===== config.mk =====
export PLATFORM = sky130hd
export DESIGN_NAME = packet_checksum_verifier
export DESIGN_NICKNAME = d
export VERILOG_FILES = /design/src/rtl/core/pcv_pkg.sv /design/src/rtl/core/packet_checksum_verifier.sv /design/src/rtl/core/pcv_in_stage.sv /design/src/rtl/core/pcv_check.sv
export SDC_FILE = /design/constraint.sdc
export NUM_CORES = 1
export LEC_CHECK = 0
export ABC_AREA = 0
export BUFFER_PORTS_ARGS = -buffer_cell sky130_fd_sc_hd__buf_2
export CORE_MARGIN = 2
export CORE_UTILIZATION = 49
export CTS_BUF_LIST = sky130_fd_sc_hd__clkbuf_16
export CTS_CLUSTER_SIZE = 8
export DETAILED_ROUTE_END_ITERATION = 10
export HOLD_SLACK_MARGIN = 0.05
export PLACE_DENSITY_LB_ADDON = 0.15
export SYNTH_ARGS = -nofsm -noshare
export SYNTH_HDL_FRONTEND = slang
export SYNTH_SLANG_ARGS = --single-unit

===== constraint.sdc =====
create_clock -name clock -period 5.77 [get_ports clock]
set_input_delay 0.2885 -clock clock [delete_from_list [all_inputs] [get_ports clock]]
set_output_delay 0.2885 -clock clock [all_outputs]
set_load 0.03 [all_outputs]

===== src/rtl/core/pcv_pkg.sv =====
// Shared types, register indexes, reset values and the CRC byte update for
// the packet checksum verifier. No dependencies.
`default_nettype none

package pcv_pkg;

   localparam int CSR_INDEX_WIDTH = 2;
   localparam int CSR_DATA_WIDTH  = 16;

   localparam logic [CSR_INDEX_WIDTH-1:0] CSR_CHECKSUM_MODE = 2'd0;
   localparam logic [CSR_INDEX_WIDTH-1:0] CSR_MIN_LENGTH    = 2'd1;
   localparam logic [CSR_INDEX_WIDTH-1:0] CSR_CAPACITY      = 2'd2;

   localparam logic        MODE_RESET     = 1'b0;
   localparam logic [15:0] MIN_LEN_RESET  = 16'd2;
   localparam logic [15:0] CAPACITY_RESET = 16'd2048;

   localparam logic [15:0] CRC_INIT = 16'hFFFF;
   localparam logic [15:0] CRC_POLY = 16'hA001;

   localparam logic [15:0] PARAM_HI_POS = 16'd6;
   localparam logic [15:0] PARAM_LO_POS = 16'd7;
   localparam logic [15:0] PARAM_MIN_LEN = 16'd8;
   localparam logic [15:0] CHECK_BYTES  = 16'd2;

   typedef struct packed {
      logic [7:0] data_byte;
      logic       last_byte;
   } req_type;

   typedef struct packed {
      logic        packet_ok;
      logic [15:0] computed_check;
      logic [15:0] received_check;
      logic [15:0] stored_length;
      logic [15:0] param_length;
   } rsp_type;

   typedef struct packed {
      logic        checksum_mode;
      logic [15:0] min_length;
      logic [15:0] capacity;
   } cfg_type;

   function automatic logic [15:0] crc_update(input logic [15:0] crc, input logic [7:0] b);
      logic [15:0] c;
      c = crc ^ {8'h00, b};
      for (int k = 0; k < 8; k++) begin
         if (c[0]) begin
            c = (c >> 1) ^ CRC_POLY;
         end else begin
            c = c >> 1;
         end
      end
      return c;
   endfunction

endpackage

`default_nettype wire


===== src/rtl/core/packet_checksum_verifier.sv =====
// An accepted word is held in the input register; its result is registered on rsp.
// Throughput: one word per cycle unless rsp_stall holds a result; the input register
// and result register are separated by one CRC-16 or sum byte update and compare.
// At most one result per packet, given with the word that carries last_byte.
// Synchronous active-high reset clears the check state and restores the
// register defaults: CRC mode, minimum length 2, capacity 2048.
`default_nettype none

module packet_checksum_verifier (
   input  wire logic                                 clock,
   input  wire logic                                 reset,
   input  wire logic                                 req_valid,
   output logic                                      req_stall,
   input  wire pcv_pkg::req_type                     req_data,
   output logic                                      rsp_valid,
   input  wire logic                                 rsp_stall,
   output pcv_pkg::rsp_type                          rsp_data,
   input  wire logic                                 csr_write,
   input  wire logic [pcv_pkg::CSR_INDEX_WIDTH-1:0]  csr_index,
   input  wire logic [pcv_pkg::CSR_DATA_WIDTH-1:0]   csr_wdata
);

   pcv_pkg::cfg_type cfg_ff, cfg_in;
   logic             rsp_valid_ff, rsp_valid_in;
   pcv_pkg::rsp_type rsp_data_ff, rsp_data_in;
   logic             advance;
   logic             item_valid;
   pcv_pkg::req_type item_data;
   logic             res_valid;
   pcv_pkg::rsp_type res_data;

   always_comb begin
      cfg_in = cfg_ff;
      if (csr_write) begin
         case (csr_index)
            pcv_pkg::CSR_CHECKSUM_MODE: cfg_in.checksum_mode = csr_wdata[0];
            pcv_pkg::CSR_MIN_LENGTH:    cfg_in.min_length    = csr_wdata;
            pcv_pkg::CSR_CAPACITY:      cfg_in.capacity      = csr_wdata;
            default:                    cfg_in = cfg_ff;
         endcase
      end
   end

   always_ff @(posedge clock) begin
      if (reset) begin
         cfg_ff.checksum_mode <= pcv_pkg::MODE_RESET;
         cfg_ff.min_length    <= pcv_pkg::MIN_LEN_RESET;
         cfg_ff.capacity      <= pcv_pkg::CAPACITY_RESET;
      end else begin
         cfg_ff <= cfg_in;
      end
   end

   assign advance = !rsp_valid_ff || !rsp_stall;

   pcv_in_stage u_in_stage (
      .clock      (clock),
      .reset      (reset),
      .req_valid  (req_valid),
      .req_stall  (req_stall),
      .req_data   (req_data),
      .advance    (advance),
      .item_valid (item_valid),
      .item_data  (item_data)
   );

   pcv_check u_check (
      .clock      (clock),
      .reset      (reset),
      .cfg        (cfg_ff),
      .item_valid (item_valid),
      .item_data  (item_data),
      .advance    (advance),
      .res_valid  (res_valid),
      .res_data   (res_data)
   );

   always_comb begin
      rsp_valid_in = rsp_valid_ff;
      rsp_data_in  = rsp_data_ff;
      if (advance) begin
         rsp_valid_in = res_valid;
         if (res_valid) begin
            rsp_data_in = res_data;
         end
      end
   end

   always_ff @(posedge clock) begin
      if (reset) begin
         rsp_valid_ff <= 1'b0;
      end else begin
         rsp_valid_ff <= rsp_valid_in;
      end
      rsp_data_ff <= rsp_data_in;
   end

   assign rsp_valid = rsp_valid_ff;
   assign rsp_data  = rsp_data_ff;

endmodule

`default_nettype wire


===== src/rtl/core/pcv_in_stage.sv =====
// Input register of the packet checksum verifier: holds one accepted word
// until the check stage takes it. Depends on pcv_pkg.
`default_nettype none

module pcv_in_stage (
   input  wire logic            clock,
   input  wire logic            reset,
   input  wire logic            req_valid,
   output logic                 req_stall,
   input  wire pcv_pkg::req_type req_data,
   input  wire logic            advance,
   output logic                 item_valid,
   output pcv_pkg::req_type     item_data
);

   logic             valid_ff, valid_in;
   pcv_pkg::req_type data_ff, data_in;
   logic             accept;

   assign req_stall = valid_ff && !advance;
   assign accept    = req_valid && !req_stall;

   always_comb begin
      valid_in = valid_ff;
      data_in  = data_ff;
      if (accept) begin
         valid_in = 1'b1;
         data_in  = req_data;
      end else if (advance) begin
         valid_in = 1'b0;
      end
   end

   always_ff @(posedge clock) begin
      if (reset) begin
         valid_ff <= 1'b0;
      end else begin
         valid_ff <= valid_in;
      end
      data_ff <= data_in;
   end

   assign item_valid = valid_ff;
   assign item_data  = data_ff;

endmodule

`default_nettype wire


===== src/rtl/core/pcv_check.sv =====
// Running check state and result formation for one packet byte per cycle while advance is high.
// Depends on pcv_pkg.
`default_nettype none

module pcv_check (
   input  wire logic             clock,
   input  wire logic             reset,
   input  wire pcv_pkg::cfg_type cfg,
   input  wire logic             item_valid,
   input  wire pcv_pkg::req_type item_data,
   input  wire logic             advance,
   output logic                  res_valid,
   output pcv_pkg::rsp_type      res_data
);

   logic [15:0] crc_ff, crc_in;
   logic [15:0] sum_ff, sum_in;
   logic [15:0] count_ff, count_in;
   logic [7:0]  d0_ff, d0_in;
   logic [7:0]  d1_ff, d1_in;
   logic [15:0] field_ff, field_in;

   logic        proc;
   logic [15:0] crc_n, sum_n, count_n, field_n, received, computed;
   logic [7:0]  d0_n, d1_n;
   logic        ok;

   assign proc = item_valid && advance;

   always_comb begin
      crc_n   = crc_ff;
      sum_n   = sum_ff;
      count_n = count_ff;
      d0_n    = d0_ff;
      d1_n    = d1_ff;
      field_n = field_ff;
      if (count_ff < cfg.capacity) begin
         if (count_ff >= pcv_pkg::CHECK_BYTES) begin
            crc_n = pcv_pkg::crc_update(crc_ff, d0_ff);
            sum_n = sum_ff + {8'h00, d0_ff};
         end
         d0_n = d1_ff;
         d1_n = item_data.data_byte;
         if (count_ff == pcv_pkg::PARAM_HI_POS) begin
            field_n = {item_data.data_byte, field_ff[7:0]};
         end else if (count_ff == pcv_pkg::PARAM_LO_POS) begin
            field_n = {field_ff[15:8], item_data.data_byte};
         end
         count_n = count_ff + 16'd1;
      end

      computed = cfg.checksum_mode ? sum_n : crc_n;
      received = {d0_n, d1_n};
      ok = (count_n >= pcv_pkg::CHECK_BYTES) && (count_n >= cfg.min_length) &&
           (received == computed);

      res_valid               = proc && item_data.last_byte;
      res_data.packet_ok      = ok;
      res_data.computed_check = computed;
      res_data.received_check = received;
      res_data.stored_length  = count_n;
      res_data.param_length   = (ok && count_n >= pcv_pkg::PARAM_MIN_LEN) ? field_n : 16'd0;

      crc_in   = crc_ff;
      sum_in   = sum_ff;
      count_in = count_ff;
      d0_in    = d0_ff;
      d1_in    = d1_ff;
      field_in = field_ff;
      if (proc) begin
         if (item_data.last_byte) begin
            crc_in   = pcv_pkg::CRC_INIT;
            sum_in   = 16'd0;
            count_in = 16'd0;
            d0_in    = 8'd0;
            d1_in    = 8'd0;
            field_in = 16'd0;
         end else begin
            crc_in   = crc_n;
            sum_in   = sum_n;
            count_in = count_n;
            d0_in    = d0_n;
            d1_in    = d1_n;
            field_in = field_n;
         end
      end
   end

   always_ff @(posedge clock) begin
      if (reset) begin
         crc_ff   <= pcv_pkg::CRC_INIT;
         sum_ff   <= 16'd0;
         count_ff <= 16'd0;
         d0_ff    <= 8'd0;
         d1_ff    <= 8'd0;
         field_ff <= 16'd0;
      end else begin
         crc_ff   <= crc_in;
         sum_ff   <= sum_in;
         count_ff <= count_in;
         d0_ff    <= d0_in;
         d1_ff    <= d1_in;
         field_ff <= field_in;
      end
   end

`ifndef NO_ASSERTIONS
   a_clear_after_last: assert property (@(posedge clock) disable iff (reset)
      (proc && item_data.last_byte) |=> (count_ff == 16'd0 && crc_ff == pcv_pkg::CRC_INIT &&
                                         sum_ff == 16'd0 && field_ff == 16'd0))
      else $error("check state not cleared after the last word of a packet");
   a_idle_holds: assert property (@(posedge clock) disable iff (reset)
      !proc |=> ($stable(count_ff) && $stable(crc_ff) && $stable(sum_ff)))
      else $error("check state changed without a word being processed");
   a_ok_needs_match: assert property (@(posedge clock)
      (res_valid && res_data.packet_ok) |->
         (res_data.received_check == res_data.computed_check &&
          res_data.stored_length >= pcv_pkg::CHECK_BYTES))
      else $error("pass reported without a matching check or enough bytes");
   a_param_needs_ok: assert property (@(posedge clock)
      (res_valid && res_data.param_length != 16'd0) |->
         (res_data.packet_ok && res_data.stored_length >= pcv_pkg::PARAM_MIN_LEN))
      else $error("parameter length reported for a failed or short packet");
`endif

endmodule

`default_nettype wire

==> results of run 1 <==
[worst min-delay path, cell delays in order]
cell and delay [ns]:
buf_2 0.08, nor2_1 0.04, nor2_1 0.08
[final cells by class]
type | count | area, µm²
tap | 270 | 337.8
inverter | 44 | 165.2
clock buffer | 17 | 425.4
timing repair buffer | 129 | 753.2
clock inverter | 15 | 155.1
fill | 1853 | 8708
multi-input combinational | 778 | 5035
sequential | 189 | 4524
[cells by family after synthesis]
kind of cell | after synthesis | synth area share, %
AOI/OAI and AO/OA | 239 | 15.98
xor gates and xnor gates | 55 | 5.058
adders and majority gates | 41 | 5.221
buffers and inverters | 104 | 4.229
DFF | 189 | 45.38
muxes | 34 | 3.828
and+or+nand+nor | 409 | 20.31
[synthesized netlist by cell type, types with 4 or more instances]
library cell | count | area [µm²]
edfxtp_1 | 74 | 2222
nor2_1 | 109 | 409.1
a211oi_1 | 7 | 52.55
a22oi_1 | 51 | 382.9
and2_1 | 4 | 25.02
ha_1 | 40 | 500.5
or4_1 | 5 | 37.54
o21ai_1 | 6 | 30.03
and3_1 | 12 | 75.07
nor3_1 | 17 | 85.08
a211o_1 | 5 | 43.79
dfxtp_1 | 115 | 2302
buf_2 | 15 | 75.07
mux2i_1 | 22 | 220.2
o211ai_1 | 12 | 90.09
nor2b_1 | 6 | 37.54
or3_1 | 8 | 50.05
xor2_1 | 21 | 183.9
or2_2 | 8 | 50.05
o21a_1 | 10 | 75.07
clkbuf_1 | 39 | 146.4
o21ai_0 | 29 | 145.1
a21oi_1 | 71 | 355.3
nor4b_4 | 4 | 95.09
nand2_1 | 159 | 596.8
a31oi_1 | 9 | 56.30
mux2_2 | 8 | 90.09
nor4b_2 | 6 | 90.09
nand4_1 | 11 | 68.82
nor4b_1 | 6 | 52.55
xnor2_1 | 32 | 280.3
a21o_1 | 4 | 30.03
nor4_1 | 12 | 75.07
inv_1 | 44 | 165.2
nand3_1 | 24 | 120.1
[placed cells by master, fill, tap and decap left out, types with 4 or more instances in the layout]
cell type,count
xnor2_1,32
a31oi_1,9
o21ai_1,6
o21ai_0,29
xor2_1,21
nand4_1,11
o21a_1,10
nor3_1,17
nor4b_4,4
edfxtp_1,74
nor2b_1,6
dfxtp_1,115
and2_1,4
nor4b_1,6
a22oi_1,51
clkbuf_16,17
nor4_1,12
mux2i_1,22
ha_1,40
buf_4,21
nor2_1,107
or3_1,8
or2_2,8
or4_1,5
inv_6,5
a211oi_1,7
nor4b_2,6
buf_2,97
a21o_1,4
a21oi_1,71
nand2_1,159
a211o_1,5
mux2_2,8
inv_1,43
dlygate4sd3_1,11
nand3_1,24
and3_1,12
o211ai_1,12
[how the worst max path moves through the flow]
stage | slack [ns] | end | startpoint
after floorplan | 1.15 | rsp_data[10]$_SDFFCE_PN0P_ | cfg_ff[7]$_SDFFE_PP0P_
after global placement | 0.80 | rsp_data[64]$_DFFE_PP_ | u_check.count_ff[7]$_SDFFE_PP0P_
after detailed placement | 0.72 | rsp_data[2]$_SDFFCE_PN0P_ | u_check.count_ff[7]$_SDFFE_PP0P_
after CTS | 0.66 | rsp_data[2]$_SDFFCE_PN0P_ | u_check.count_ff[7]$_SDFFE_PP0P_
after global routing | 0.17 | rsp_data[2]$_SDFFCE_PN0P_ | u_check.count_ff[13]$_SDFFE_PP0P_
final | 0.60 | rsp_data[2]$_SDFFCE_PN0P_ | u_check.count_ff[7]$_SDFFE_PP0P_
[state kept, by name, summed over array words and instances (netlist names)]
name,flops
cfg_ff,33
rsp_data,65
rsp_valid,1
u_check.count_ff,16
u_check.crc_ff,16
u_check.d0_ff,8
u_check.d1_ff,8
u_check.field_ff,16
u_check.sum_ff,16
u_in_stage.item_data,9
u_in_stage.item_valid,1
[layer usage]
metal | vias to the layer above | global-route usage [%]
li1 | 4032 | -
met1 | 3946 | 35.59
met2 | 269 | 41.06
met3 | 46 | 4.438
met4 | 0 | 10.83
met5 | - | 0
[per-stage QoR]
| step | utilization [%] | total power, µW | std cells | worst slack [ns] |
|---|---|---|---|---|
| 4_1_cts | 56.68 | 2857 | 1442 | 0.6605 |
| 3_5_place_dp | 53.25 | 1686 | 1399 | 0.7163 |
| 2_1_floorplan | - | 1605 | 1071 | 1.153 |
| 5_1_grt | 56.68 | 2938 | 1442 | 0.1686 |
| 6_report | 56.68 | 2836 | 1442 | 0.5975 |
| 3_3_place_gp | 53.25 | 1684 | 1399 | 0.8019 |
[power by group through the flow]
stage | Clock (µW) | Combinational (µW) | Sequential, µW
2_1_floorplan | 0 | 133 | 1470
5_1_grt | 1250 | 255 | 1430
3_3_place_gp | 0 | 226 | 1460
3_5_place_dp | 0 | 227 | 1460
4_1_cts | 1200 | 234 | 1430
6_report | 1170 | 234 | 1430
[repair_timing]
item,CTS,global route
hold buffers,11,0
hold endpoints to repair,11,0
buffers inserted,0,0
==> impl_metrics.tcl, run 1 <==
set metrics [dict create \
    fin_area_um2 11400 \
    crit_path_end_kind "flip-flop" \
    synth-seq-cells 189 \
    yosys.cell_types.count 77 \
    worst-r2r-setup-slack_ns 0.60 \
    clkTransAtPathRegs_ns 0.07 \
    timing.slew.headroom_pct 20.36 \
    static-leakage-power_uw 0.004441 \
    cts_max_level 4 \
    arrival_time_at_the_worst_endpoint_ns 5.32 \
    top_level_ports 99 \
    min_from "req_valid" \
    met2WireLength_um 12660 \
    worst_hold_path_type "input port to flip-flop" \
    path_class "flip-flop to flip-flop" \
    tritoncts "yes" \
    power.switching_uw 736.2 \
    syn_area_per_cell_um2 9.309 \
    outcome "completed" \
    grt_pass1_vias 7834 \
    layout-area-overhead-vs-synth_pct 14.31 \
    vias 8293 \
    maximum_net_fanout_on_the_critical_path 17 \
    synth_ff_type "dfxtp_1" \
    hold_ws_ns 0.07796 \
    crit_chain "ha_1 -> a211oi_2 -> a211o_1 -> a311oi_2 -> buf_4 -> nor2_2 -> nand3_1 -> xnor2_1 -> ha_1 -> a21o_1 -> a211oi_1 -> o21ai_0 -> or4_1 -> a211oi_1 -> nor4_1 -> o2111ai_2 -> buf_4 -> nor4b_1" \
    clock_power_share_pct 41.4 \
    synth-edff-count 74 \
    critPathTopFamily "compound AO/OA/AOI/OAI gates" \
    warning_count_from_the_yosys_run 0 \
    timing.rr.start "u_check.count_ff[7]$_SDFFE_PP0P_" \
    clk-insertion-delay-late_ns 0.45 \
    post_cts_resize_count 0 \
    routed_via_density 5.751 \
    io_buffer_count 98 \
    gp_congestion 0.9269 \
    layout-drive-gt1-share_pct 16.64 \
    syn-num-nets 1144 \
    die_w_um 146.6 \
    report.final.slew_viol_count 0 \
    timing.final.setup_violations 0 \
    drt_first_iter_violations 627 \
    area_of_the_die_um2 21500 \
    pin_count_of_the_biggest_net_entering_global_routing 77 \
    r2r_end "rsp_data[2]$_SDFFCE_PN0P_" \
    power.combinational.fraction_pct 8.2 \
    unrepaired_setup_endpoints_after_global_routing "no" \
    worst-endpoint-required_ns 5.92 \
    vdd_ir_drop_max_uv 185.6 \
    postRouteAntennaNets 0 \
    std_cell_rows 52 \
    sequentialPowerShare_pct 50.4 \
    fin_worst_skew_ns 0.01232 \
    grt_pass1_wl_um 43500 \
    p_sw_share_pct 25.96 \
    netlist_area_um2 9970 \
    globalRouteTotalUtil_pct 26.04 \
    tns_ns 0 \
    drc 0 \
    core_um2 20100 \
    cts-buffers-inserted 17 \
    maxUsedRoutingLayer "met4" \
    grt_antenna_before_repair 0 \
    wl_per_cell_um 18.82 \
    starting_density_of_the_core_pct 49.59 \
    antennaDiodeCount 0 \
    synth_async_sr_flop_share_pct 0 \
    route.final.wire_length_um 27140 \
    detailroute.wirelength.met3_um 1542 \
    first_pass_iters 6 \
    timing_hold_violations_final 0 \
    max_freq_mhz 193.3 \
    synthCells 1071 \
    power-per-cell-area_nw_per_um2 248.8 \
    detailed_place_hpwl_um 19280 \
    placed_cell_area_um2 10710 \
    timing.final.crit_share_pct 89.64 \
    cp_slowest_stage_delay_ns 0.54 \
    worst-slew-pin-transition_ns 1.190 \
    vertical_die_dimension_um 146.6 \
    yosysSeqAreaShare_pct 45.38 \
    setup.worst_path.start_class "flip-flop" \
    gr-total-overflow 0 \
    nets 1232 \
    master_of_the_slowest_instance_on_the_critical_path "dfxtp_1" \
    m1WireLength_um 12010 \
    r2r_cells 18 \
    clockRootBuffer "clkbuf_16" \
    clock_path_buffers 2 \
    hold_end "u_in_stage.item_valid$_SDFFE_PP0P_" \
    numClockSinks 189 \
    critical_path_cell_count 18 \
    sum_of_buffers_and_inverters_on_the_critical_path 2 \
    timing.hold.worst_path_depth 3 \
    maxCapViolations 0 \
    final.min_clock_period_ns 5.173 \
    cell_int_power_uw 2099 \
]
Note: power is estimated with default switching activity, not from simulation.
==> run 2: changes to the inputs <==
SYNTH_HIERARCHICAL = 1   (was default)
==> run 2 against run 1 <==
- utilization shrank 0.35 points
- synthesized cell count fell by 3.5%
- sequential cell count did not move
- design area is 0.30% lower
- count of clock-buffer cells in the layout unchanged
- critical path depth unchanged
- global-route usage shrank 2.0 points
- area after synthesis is 0.49% higher
- largest power group unchanged
==> impl_metrics.tcl, run 2 <==
set metrics [dict create \
    synth-edff-count 74 \
    outcome "completed" \
    clock_path_buffers 2 \
    std_cell_rows 52 \
    cts_max_level 4 \
    vdd_ir_drop_max_uv 187.0 \
    yosysSeqAreaShare_pct 45.16 \
    setup.worst_path.start_class "flip-flop" \
    synth_ff_type "dfxtp_1" \
    path_class "flip-flop to flip-flop" \
    syn_area_per_cell_um2 9.698 \
    worst_hold_path_type "input port to flip-flop" \
    power-per-cell-area_nw_per_um2 247.4 \
    area_of_the_die_um2 21610 \
    unrepaired_setup_endpoints_after_global_routing "no" \
    grt_pass1_wl_um 40500 \
    dpl.cell_count 1358 \
    timing.slew.headroom_pct 21.91 \
    fin_worst_skew_ns 0.01194 \
    synth-seq-cells 189 \
    pin_count_of_the_biggest_net_entering_global_routing 67 \
    final-instance-count-excl-fill 1400 \
    r2r_cells 18 \
    detailed_place_hpwl_um 17850 \
    timing.hold.worst_path_depth 2 \
    io_buffer_count 98 \
    nets 1189 \
    gr-total-overflow 0 \
    layout-drive-gt1-share_pct 16.56 \
    starting_density_of_the_core_pct 49.67 \
    grt_antenna_before_repair 1 \
    core_um2 20170 \
    max_freq_mhz 191.4 \
    sum_of_buffers_and_inverters_on_the_critical_path 1 \
    syn-num-nets 1106 \
    most_common_cell_after_layout_fill_and_taps_aside "nand2_1" \
    timing.final.setup_violations 0 \
    drc 0 \
    arrival_time_at_the_worst_endpoint_ns 5.46 \
    critPathTopFamily "simple AND/OR/NAND/NOR gates" \
    timing_hold_violations_final 0 \
    clk-insertion-delay-late_ns 0.44 \
    grt_pass1_vias 7352 \
    tritoncts "yes" \
    crit_path_end_kind "flip-flop" \
    synth_top_cells_by_area "dfxtp_1, edfxtp_1, ha_1" \
    first_pass_iters 7 \
    vertical_die_dimension_um 147.0 \
    synthMostInstantiatedCell "nand2_1" \
    clkTransAtPathRegs_ns 0.08 \
    maxCapViolations 0 \
    layout-area-overhead-vs-synth_pct 13.41 \
    synth_async_sr_flop_share_pct 0 \
    drt_first_iter_violations 765 \
    report.final.slew_viol_count 0 \
    static-leakage-power_uw 0.004642 \
    vias 7901 \
    yosys.cell_types.count 72 \
    route.final.wire_length_um 25850 \
    wl_per_cell_um 18.47 \
    tns_ns 0 \
    cp_slowest_stage_delay_ns 0.58 \
    synthDominantCellAreaShare_pct 22.98 \
    numClockSinks 189 \
    globalRouteTotalUtil_pct 24.02 \
    timing.final.crit_share_pct 90.54 \
    gp_congestion 0.8811 \
    routed_via_density 5.644 \
    yosys.area.top_type "dfxtp_1" \
    worst-slew-pin-transition_ns 1.167 \
    netlist_area_um2 10020 \
    worst-endpoint-required_ns 6.00 \
    warning_count_from_the_yosys_run 6 \
    synthCells 1033 \
    clockRootBuffer "clkbuf_16" \
    cts-buffers-inserted 17 \
    maximum_net_fanout_on_the_critical_path 46 \
    top_level_ports 99 \
    final.min_clock_period_ns 5.224 \
    ys_top_cells_by_count "nand2_1, dfxtp_1, nor2_1, edfxtp_1, nand2b_1" \
    mostFrequentLayoutCells "nand2_1, dfxtp_1, buf_2, nor2_1, edfxtp_1" \
    largest_register_ffs 65 \
    cts_setup_buffers 0 \
    finish.utilization_pct 56.33 \
    master_of_the_slowest_instance_on_the_critical_path "or4_4" \
    postRouteAntennaNets 0 \
    crit_chain "ha_1 -> nand4_1 -> or3_1 -> or4_4 -> nand3_4 -> buf_4 -> nor2_1 -> nand2_1 -> xnor2_1 -> ha_1 -> a21o_1 -> a21o_1 -> a21oi_1 -> a221oi_1 -> o221ai_1 -> a2111oi_4 -> nand4_4 -> nor4_1" \
    die_w_um 147.0 \
    n_fill_cell 1824 \
    critical_path_cell_count 18 \
]
[run 2: area by class of cell]
type | instances | area (µm²) | share of cell area [%]
multi-input combinational | 743 | 5051 | 44.46
timing repair buffer | 122 | 695.7 | 6.123
inverter | 43 | 161.4 | 1.421
sequential | 189 | 4524 | 39.82
antenna | 1 | 2.502 | 0.02202
tap | 270 | 337.8 | 2.973
clock inverter | 15 | 163.9 | 1.443
clock buffer | 17 | 425.4 | 3.744
[run 2: worst paths after layout]
kind	startpoint	end	slack, ns
min	req_valid	u_in_stage/item_valid$_SDFFE_PP0P_	0.07
max	u_check/count_ff[10]$_SDFFE_PP0P_	rsp_data[4]$_DFFE_PP_	0.55
min reg2reg	cfg_ff[12]$_SDFFE_PP0P_	cfg_ff[12]$_SDFFE_PP0P_	0.48
max reg2reg	u_check/count_ff[10]$_SDFFE_PP0P_	rsp_data[4]$_DFFE_PP_	0.55
[run 2: kinds of logic (layout without fill, tap and decap cells)]
logic type / after synthesis / count (layout) / synth area share [%]
and+or+nand+nor: 405 / 405 / 20.88
adders and majority gates: 41 / 41 / 5.195
AOI/OAI and AO/OA: 174 / 174 / 12.03
muxes: 61 / 61 / 6.719
other: 0 / 1 / 0
DFF: 189 / 189 / 45.16
buffers and inverters: 101 / 197 / 4.459
xor gates and xnor gates: 62 / 62 / 5.558
[run 2: worst register-to-register path, cell delays in order, from the launching register on]
cell and delay [ns]:
dfxtp_1 0.43, ha_1 0.36, nand4_1 0.08, or3_1 0.38
or4_4 0.58, nand3_4 0.15, buf_4 0.48, nor2_1 0.14
nand2_1 0.11, xnor2_1 0.17, ha_1 0.21, a21o_1 0.11
a21o_1 0.11, a21oi_1 0.08, a221oi_1 0.25, o221ai_1 0.23
a2111oi_4 0.30, nand4_4 0.40, nor4_1 0.45
[run 2: layer usage]
layer	part of all wire [%]	global-route usage [%]	vias up
li1	-	-	3849
met1	46	33.98	3730
met2	46	37.58	285
met3	5.5	3.540	37
met4	2.3	8.942	0
met5	0	0	-
[run 2: power breakdown]
group / switching, µW / leakage [µW] / internal, µW / total [µW]
Combinational: 137 / 0.00270 / 73.5 / 210
Clock: 593 / 0.000281 / 583 / 1180
Sequential: 17.3 / 0.00166 / 1410 / 1430
Total: 746 / 0.00464 / 2070 / 2810
[run 2: metrics by stage]
stage	hold slack, ns	area [µm²]	power [µW]	worst slack (ns)
after floorplan	0.3874	10020	1593	0.8652
after global placement	0.4599	10680	1660	0.7810
after detailed placement	0.4638	10680	1661	0.6601
after CTS	0.05790	11360	2832	0.6125
after global routing	0.08667	11360	2903	0.1481
final	0.06852	11360	2811	0.5461
[run 2: what timing repair did]
action	4_1_cts	5_1_grt
hold endpoints to repair	9	0
hold buffers	9	0
resized for setup	0	0
==> run 3: changes to the inputs <==
MAX_ROUTING_LAYER = met4   (was default)
==> run 3 against run 2 <==
- critical path depth unchanged
- design area about the same
- clock power about the same
- global-route usage up 0.75 points
- total power about the same
- via count up 0.24%
- count of clock-buffer cells in the layout unchanged
==> impl_metrics.tcl, run 3 (same netlist as run 2, synthesis figures left out) <==
set metrics [dict create \
    hold_end "u_in_stage/item_valid$_SDFFE_PP0P_" \
    place_ws_ns 0.6601 \
    fin_area_um2 11360 \
    worst-slew-pin-transition_ns 1.186 \
    maximum_net_fanout_on_the_critical_path 46 \
    power.combinational.fraction_pct 7.5 \
    drt_first_iter_violations 747 \
    grt_pass1_wl_um 40490 \
    maxCapViolations 0 \
    grt_pass1_vias 7343 \
    timing.rr.start "u_check/count_ff[10]$_SDFFE_PP0P_" \
    dpl.cell_count 1358 \
    n_fill_cell 1825 \
    crit_path_end_kind "flip-flop" \
    clk-insertion-delay-late_ns 0.44 \
    starting_density_of_the_core_pct 49.67 \
    globalRouteTotalUtil_pct 24.77 \
    path_class "flip-flop to flip-flop" \
    p_sw_share_pct 26.51 \
    report.final.slew_viol_count 0 \
    final.min_clock_period_ns 5.225 \
    outcome "completed" \
    layout-drive-gt1-share_pct 16.56 \
    top_level_ports 99 \
    cts_max_level 4 \
    r2r_end "rsp_data[4]$_DFFE_PP_" \
    vias 7920 \
    antennaDiodeCount 0 \
    grt_antenna_before_repair 0 \
    clock_power_share_pct 41.8 \
    timing.final.crit_share_pct 90.55 \
    unrepaired_setup_endpoints_after_global_routing "no" \
    timing.final.setup_violations 0 \
    gr-total-overflow 0 \
    vdd_ir_drop_max_uv 187.0 \
    post_cts_resize_count 0 \
    timing.slew.headroom_pct 20.62 \
    clock_path_buffers 2 \
    timing.hold.worst_path_depth 2 \
    max_freq_mhz 191.4 \
    numClockSinks 189 \
    nets 1189 \
    clkTransAtPathRegs_ns 0.08 \
    static-leakage-power_uw 0.004642 \
    setup.worst_path.start_class "flip-flop" \
    sequentialPowerShare_pct 50.7 \
    tns_ns 0 \
    vertical_die_dimension_um 147.0 \
    mostFrequentLayoutCells "nand2_1, dfxtp_1, buf_2, nor2_1, edfxtp_1" \
    timing_hold_violations_final 0 \
    r2r_cells 18 \
    postLayoutSetupSlackWorst_ns 0.5450 \
    placed_cell_area_um2 10680 \
    seqCellArea_um2 4524 \
    worst_hold_path_type "input port to flip-flop" \
    std_cell_rows 52 \
    layout-area-overhead-vs-synth_pct 13.39 \
    tritoncts "yes" \
    min_from "req_valid" \
    first_pass_iters 5 \
    die_w_um 147.0 \
    largest_register_ffs 65 \
    cts-buffers-inserted 17 \
    power-per-cell-area_nw_per_um2 247.4 \
    cts.hold.buffers_added 9 \
    cell_int_power_uw 2065 \
    postRouteAntennaNets 0 \
    area_of_the_die_um2 21610 \
    worst-r2r-setup-slack_ns 0.54 \
    worst-endpoint-required_ns 6.01 \
    pin_count_of_the_biggest_net_entering_global_routing 67 \
    cts_setup_buffers 0 \
    final-instance-count-excl-fill 1399 \
    multi_input_area_um2 5051 \
    drc 0 \
    fin_worst_skew_ns 0.01403 \
    detailed_place_hpwl_um 17850 \
    core_um2 20170 \
    arrival_time_at_the_worst_endpoint_ns 5.46 \
    power.switching_uw 745.0 \
    wl_per_cell_um 18.48 \
    route.final.wire_length_um 25860 \
    routed_via_density 5.661 \
    io_buffer_count 98 \
    most_common_cell_after_layout_fill_and_taps_aside "nand2_1" \
    gp_congestion 0.8957 \
    clockRootBuffer "clkbuf_16" \
]
==> run 3: cell types whose count changed in the layout (fill, tap and decap cells not counted) <==
cell and change:
diode_2 -1
==> run 3: how the worst max path moves through the flow <==
stage | cells past startpoint | from | end
6_report | 18 | u_check/count_ff[10]$_SDFFE_PP0P_ | rsp_data[4]$_DFFE_PP_
5_1_grt | 18 | u_check/count_ff[10]$_SDFFE_PP0P_ | rsp_data[2]$_DFFE_PP_
4_1_cts | 18 | u_check/count_ff[10]$_SDFFE_PP0P_ | rsp_data[4]$_DFFE_PP_
3_5_place_dp | 17 | u_check/count_ff[10]$_SDFFE_PP0P_ | rsp_data[4]$_DFFE_PP_
3_3_place_gp | 17 | u_check/count_ff[10]$_SDFFE_PP0P_ | rsp_data[2]$_DFFE_PP_
2_1_floorplan | 22 | u_check/count_ff[15]$_SDFFE_PP0P_ | rsp_data[64]$_DFFE_PP_
==> run 3: final cells by class <==
class	count	share of cell area (%)
inverter	43	1.421
sequential	189	39.83
timing repair buffer	122	6.124
clock buffer	17	3.745
tap	270	2.974
clock inverter	15	1.443
multi-input combinational	743	44.47
==> run 3: metrics by stage <==
stage               power, µW  hold WS (ns)  utilization (%)
detailed placement       1661        0.4638            52.95
floorplan                1593        0.3874                -
global route             2904       0.08483            56.32
CTS                      2832       0.05790            56.32
finish                   2810       0.06787            56.32
global placement         1660        0.4599            52.95
==> run 3: metal layers <==
layer | up-vias | wire length [µm] | share of wire [%] | global-route usage, %
met4 | 0 | 610 | 2.4 | 8.798
met5 | - | 0 | 0 | -
met1 | 3794 | 12150 | 47 | 34.14
li1 | 3843 | - | - | -
met2 | 246 | 11950 | 46 | 37.84
met3 | 37 | 1149 | 4.4 | 3.168
==> run 3: power groups by stage <==
stage | Clock [µW] | Combinational [µW] | Sequential [µW]
CTS | 1200 | 210 | 1430
finish | 1170 | 210 | 1430
global placement | 0 | 203 | 1460
detailed placement | 0 | 204 | 1460
floorplan | 0 | 126 | 1470
global route | 1250 | 229 | 1430
==> run 3: worst max-delay path, stage by stage (launching register included) <==
cell	delay, ns
dfxtp_1	0.44
ha_1	0.36
nand4_1	0.08
or3_1	0.38
or4_4	0.58
nand3_4	0.15
buf_4	0.48
nor2_1	0.14
nand2_1	0.11
xnor2_1	0.17
ha_1	0.22
a21o_1	0.11
a21o_1	0.11
a21oi_1	0.08
a221oi_1	0.25
o221ai_1	0.23
a2111oi_4	0.30
nand4_4	0.39
nor4_1	0.43
